## config.mk

```make
export PLATFORM = sky130hd
export DESIGN_NAME = slce_div_pipe
export DESIGN_NICKNAME = d
export VERILOG_FILES = /design/src/sv/slce_div_pipe.sv
export SDC_FILE = /design/constraint.sdc
export NUM_CORES = 2
export LEC_CHECK = 0
export ABC_AREA = 1
export BUFFER_PORTS_ARGS = -buffer_cell sky130_fd_sc_hd__buf_2
export CAP_MARGIN = 30
export CORE_UTILIZATION = 38
export CTS_CLUSTER_SIZE = 24
export DETAILED_ROUTE_END_ITERATION = 8
export GPL_TIMING_DRIVEN = 0
export PLACE_DENSITY = 0.6
export REMOVE_ABC_BUFFERS = 1
export SETUP_SLACK_MARGIN = 0.3
export SYNTH_ARGS = -nofsm -noshare
export SYNTH_HDL_FRONTEND = slang
export SYNTH_SLANG_ARGS = --single-unit
```

## constraint.sdc

```tcl
create_clock -name clk -period 2.3 [get_ports clk]
set_clock_uncertainty 0.05 [all_clocks]
set_input_delay 0.115 -clock clk [delete_from_list [all_inputs] [get_ports clk]]
set_output_delay 0.115 -clock clk [all_outputs]
set_load 0.01 [all_outputs]
```

## src/sv/slce_div_pipe.sv

```systemverilog
// Pipelined restoring divider, one quotient bit per stage, with sideband.
module slce_div_pipe #(
    parameter int unsigned NW  = 23,
    parameter int unsigned DVW = 32,
    parameter int unsigned QW  = 14,
    parameter int unsigned SW  = 1
) (
    input  logic            clk,
    input  logic            rst_n,
    input  logic            adv,
    input  logic            in_valid,
    input  logic [NW-1:0]   num,
    input  logic [DVW-1:0]  den,
    input  logic [SW-1:0]   side,
    output logic            out_valid,
    output logic [QW-1:0]   quo,
    output logic [SW-1:0]   out_side
);

    localparam int unsigned RQW = DVW + QW;

    logic                 valid_reg [0:QW];
    logic [RQW-1:0]       rq_reg    [0:QW];
    logic [DVW-1:0]       den_reg   [0:QW];
    logic [SW-1:0]        side_reg  [0:QW];
    logic [NW+DVW-1:0]    num_ext;

    // High dividend bits form the starting remainder (already below den)
    assign num_ext = {{DVW{1'b0}}, num};

    // Entry stage
    always_ff @(posedge clk or negedge rst_n)
    begin
        if (!rst_n)
        begin
            valid_reg[0] <= 1'b0;
        end
        else if (adv)
        begin
            valid_reg[0] <= in_valid;
        end
    end

    always_ff @(posedge clk)
    begin
        if (adv)
        begin
            rq_reg[0]   <= {num_ext[QW +: DVW], num[QW-1:0]};
            den_reg[0]  <= den;
            side_reg[0] <= side;
        end
    end

    // One compare-subtract per stage
    for (genvar i = 0; i < QW; i++)
    begin : g_step
        logic [DVW:0]    partial;
        logic [DVW:0]    diff;
        logic            ge;
        logic [RQW-1:0]  rq_next;

        always_comb
        begin
            partial = rq_reg[i][RQW-1:QW-1];
            diff    = partial - {1'b0, den_reg[i]};
            ge      = (partial >= {1'b0, den_reg[i]});
            if (ge)
            begin
                rq_next = {diff[DVW-1:0], rq_reg[i][QW-2:0], 1'b1};
            end
            else
            begin
                rq_next = {partial[DVW-1:0], rq_reg[i][QW-2:0], 1'b0};
            end
        end

        always_ff @(posedge clk or negedge rst_n)
        begin
            if (!rst_n)
            begin
                valid_reg[i+1] <= 1'b0;
            end
            else if (adv)
            begin
                valid_reg[i+1] <= valid_reg[i];
            end
        end

        always_ff @(posedge clk)
        begin
            if (adv)
            begin
                rq_reg[i+1]   <= rq_next;
                den_reg[i+1]  <= den_reg[i];
                side_reg[i+1] <= side_reg[i];
            end
        end
    end

    assign out_valid = valid_reg[QW];
    assign quo       = rq_reg[QW][QW-1:0];
    assign out_side  = side_reg[QW];

endmodule
```

==> metrics.md <==
| Metric | Value |
|---|---|
| Met2 wire len | `122000 um` |
| Row cnt | `160` |
| Routability cong. | `0.954` |
| DP HPWL | `177000 um` |
| Grt ovf | `0` |
| Mux cell area share after synthesis | `0.0463%` |
| Synth Area in Simple Gates | `30.9%` |
| Worst min path class | `input port to flip-flop` |
| Ratio of cells with drive above 1 in the final layout | `28.7%` |
| TritonRoute pass-1 iters | `6` |
| # setup viols final | `314` |
| Final worst slack | `-0.173 ns` |
| Slew Viols, Final | `0` |
| F_max | `404 MHz` |
| WP buf/inv | `3` |
| Xor/xnor share of the synthesized area | `2.14%` |
| Initial DRC Count | `5481` |
| Combinational Power Share | `55.4%` |
| Post-synthesis adder-cell area fraction | `7.66%` |
| Slew @ Worst Pin | `1.02 ns` |
| Initial antenna violation count | `11` |
| Met3 Wirelength | `16600 um` |
| Vias | `65885` |
| H-tree Lvls | `4` |
| Crit path DAT | `2.97 ns` |
| Reg clk slew, reported paths | `0.06 ns` |
| Clk pwr share | `17.6%` |
| Top FF cell, synth | `edfxtp_1` |
| Worst-Skew Late Latency | `0.82 ns` |
| Critical path's most frequent cell | `nor2_4` |
| Port bufs | `75` |
| Maxcap violations | `0` |
| Leakage | `47.9 nW` |
| Slew margin rel. | `32.2%` |
| Detail-routed net length per standard cell | `19.9 um` |
| Vias in the first global route | `62177` |
| Crit path capture type | `flip-flop` |
| Synth Area in Compound Gates | `2.33%` |
| Netlist Area Pre-Place | `73000 um^2` |
| Yosys warns | `0` |
| Max reg flops | `635` |
| # nets final | `11039` |
| DIE AREA | `194000 um^2` |
| Core box area | `190000 um^2` |
| Starting Density | `38.3%` |
| Critical path class | `flip-flop to flip-flop` |
| Largest family of logic cells by synthesized area | `simple AND/OR/NAND/NOR gates` |
| Switch Pwr | `53.3 mW` |
| CP cell instances | `inv_2, ha_4, nand2_4, nor2_4, nand2_2, nor2_4, nand3_2, nand3_4, nor2_4, buf_6, clkbuf_16, nand3_2, nand2_2` |
| VDD IR max | `0.990 mV` |
| EDFF count, synth | `1098` |
| Minimum clock period | `2.47 ns` |
| Post-synthesis sequential area ratio | `45.7%` |
| Post-synthesis cell type count | `43` |
| Clock sink total | `1113` |
| Min Hold Slack | `-0.0529 ns` |
| Sequential share of power | `27.0%` |
| Total Wirelength | `262000 um` |
| Setup_tns | `-21.20 ns` |
| Chip height | `440 um` |
| Startpoint Class | `flip-flop` |
| Top layer in use | `met5` |
| Clk root buf | `clkbuf_16` |
| Synth async-reset ratio | `1.35%` |
| CTS tree | `yes` |
| DRC viols | `0` |
| Design Power | `121 mW` |
| Critical path's top delay family | `simple AND/OR/NAND/NOR gates` |
| Status | `complete, but fails checks` |
| # IOs | `76` |
| Fin. Hold Viols | `12` |
| Largest net degree at the start of global routing | `180` |
| CTS Buf Count | `132` |
| Synth Instances | `9430` |
| Fin crit share | `108%` |
| All-layer global routing usage | `25.6%` |
| Synthesis-to-layout area growth | `38.0%` |
| Deepest clock path buffer count | `3` |
| First-pass GRT wire length | `375000 um` |
| Failing checks | `hold timing, setup timing` |
| Pint | `67.2 mW` |
| RSZ-0062 raised after global routing | `true` |
| Filler cells | `17054` |
| Worst Path Max Fanout | `8` |
| Antenna-violating nets left | `0` |
| Wl on met1 | `109000 um` |
| WP data required | `2.79 ns` |
| Width of the die | `440 um` |
| Slowest cell on the critical path | `edfxtp_1` |
| Synthesis-stage register bit count | `1113` |
| Crit path largest cell delay | `0.47 ns` |
| Mapped Avg Cell Area | `7.74 um^2` |
| Sw Ratio | `44.2%` |
| Via-per-instance ratio | `5.01` |
| Power Dens Cells | `1200 nW/um^2` |
[cell usage after synthesis (31+ instances only)]
cell      instances  area share, %
xor2_1          161            1.9
nor2_2           35           0.30
nor2_1          539            2.8
nand3_2          80            1.1
and2_1           57           0.49
a21oi_1         265            1.8
ha_1            426            7.3
buf_2            81           0.56
nand3b_1         68           0.70
nand4_1          52           0.45
nand2_1        3579             18
inv_1          1934            9.9
nand2_2          42           0.36
nand3_1         702            4.8
nor3_1           99           0.68
buf_6            31           0.48
edfxtp_1       1098             45
[power by group through the flow]
| stage | Clock (mW) | Sequential, mW | Combinational (mW) |
|---|---|---|---|
| final | 21.3 | 32.5 | 66.8 |
| after floorplan | 0 | 29.7 | 30.4 |
| after global routing | 22.5 | 32.7 | 72.1 |
| after global placement | 0 | 32.6 | 43.1 |
| after CTS | 21.9 | 32.2 | 56.5 |
| after detailed placement | 0 | 31.9 | 43.4 |
[worst paths after layout]
check / slack, ns / start / end / cells past startpoint
max in group asynchronous: 1.40 / rst_n / valid_reg[5] / 3
min in group asynchronous: 0.38 / rst_n / valid_reg[6] / 3
worst max-delay path: -0.17 / den_reg[7][23] / rq_reg[1][28] / 13
worst min register to register: 0.35 / rq_reg[0][56] / rq_reg[0][103] / 0
worst max register to register: -0.17 / den_reg[7][23] / rq_reg[1][28] / 13
worst min-delay path: -0.05 / adv / den_reg[10][23] / 2
[cells by family (layout without fill, tap and decap cells)]
group                      Yosys count  count (layout)
adders and majority gates          439             439
DFF                               1113            1113
AOI/OAI and AO/OA                  325             325
other                                0               1
muxes                                3               3
and+or+nand+nor                   5307            5390
xor gates and xnor gates           178             178
buffers and inverters             2065            3190
[metrics by stage]
step / instances / area [um^2] / worst slack [ns] / util (%) / hold slack, ns
3_3_place_gp: 11893 / 75600 / -17.38 / 39.7 / -0.0280
5_1_grt: 13150 / 101000 / -0.223 / 52.9 / -0.0864
6_report: 13150 / 101000 / -0.173 / 52.9 / -0.0529
2_1_floorplan: 9307 / 72100 / -0.415 / - / -0.231
3_5_place_dp: 11905 / 75900 / -1.37 / 39.9 / -0.0196
4_1_cts: 12776 / 93200 / -0.131 / 49.0 / -0.0969
[layout make-up]
type	instances	area (um^2)	area share (%)
Timing Repair Buffer	1016	9370	9.30
Inverter	1942	7320	7.27
Tap cell	2511	3140	3.12
Multi-Input combinational cell	6335	43100	42.8
Antenna cell	1	2.50	0.00249
Clock inverter	85	986	0.979
Clock buffer	147	3400	3.38
Sequential cell	1113	33300	33.1
[what timing repair did]
action                                  in CTS  in global routing
cloned                                      77                 24
gates resized for setup                   1317               1065
setup buffers                              445                348
endpoints found under the setup margin     430                430
hold buffers                               117                  1
hold endpoints to repair                   116                 28
pin swaps                                  295                507
[routing by layer]
metal  vias up  track usage [%]
met5         -                0
met4         6             11.3
met3       623             3.63
met2      2271             42.5
met1     31052             33.1
li1      31933                -
[placed cells by master (no fill, tap or decap), types with 18 or more instances in the layout]
cell type / Yosys / final
buf_6: 31 / 55
buf_12: 4 / 68
nor2_1: 539 / 402
clkinv_2: 0 / 18
edfxtp_1: 1098 / 1098
nand3_2: 80 / 204
xor2_1: 161 / 159
clkinv_1: 0 / 19
and2_1: 57 / 56
nor3_2: 9 / 18
dlygate4sd3_1: 0 / 116
inv_2: 8 / 208
nor3_1: 99 / 72
nand4_1: 52 / 52
ha_4: 0 / 359
inv_1: 1934 / 1726
buf_2: 81 / 74
nor3_4: 1 / 19
clkbuf_16: 0 / 142
a21oi_1: 265 / 229
nand2_4: 16 / 218
buf_4: 1 / 670
nand3b_1: 68 / 68
a21oi_2: 0 / 20
nand2_2: 42 / 501
nand3_4: 0 / 53
nor2_2: 35 / 65
nand2_1: 3579 / 2911
ha_1: 426 / 59
o21ai_0: 27 / 20
nand3_1: 702 / 525
nor2_4: 7 / 123
nand2_8: 5 / 86
(Power assumes the default switching activity.)
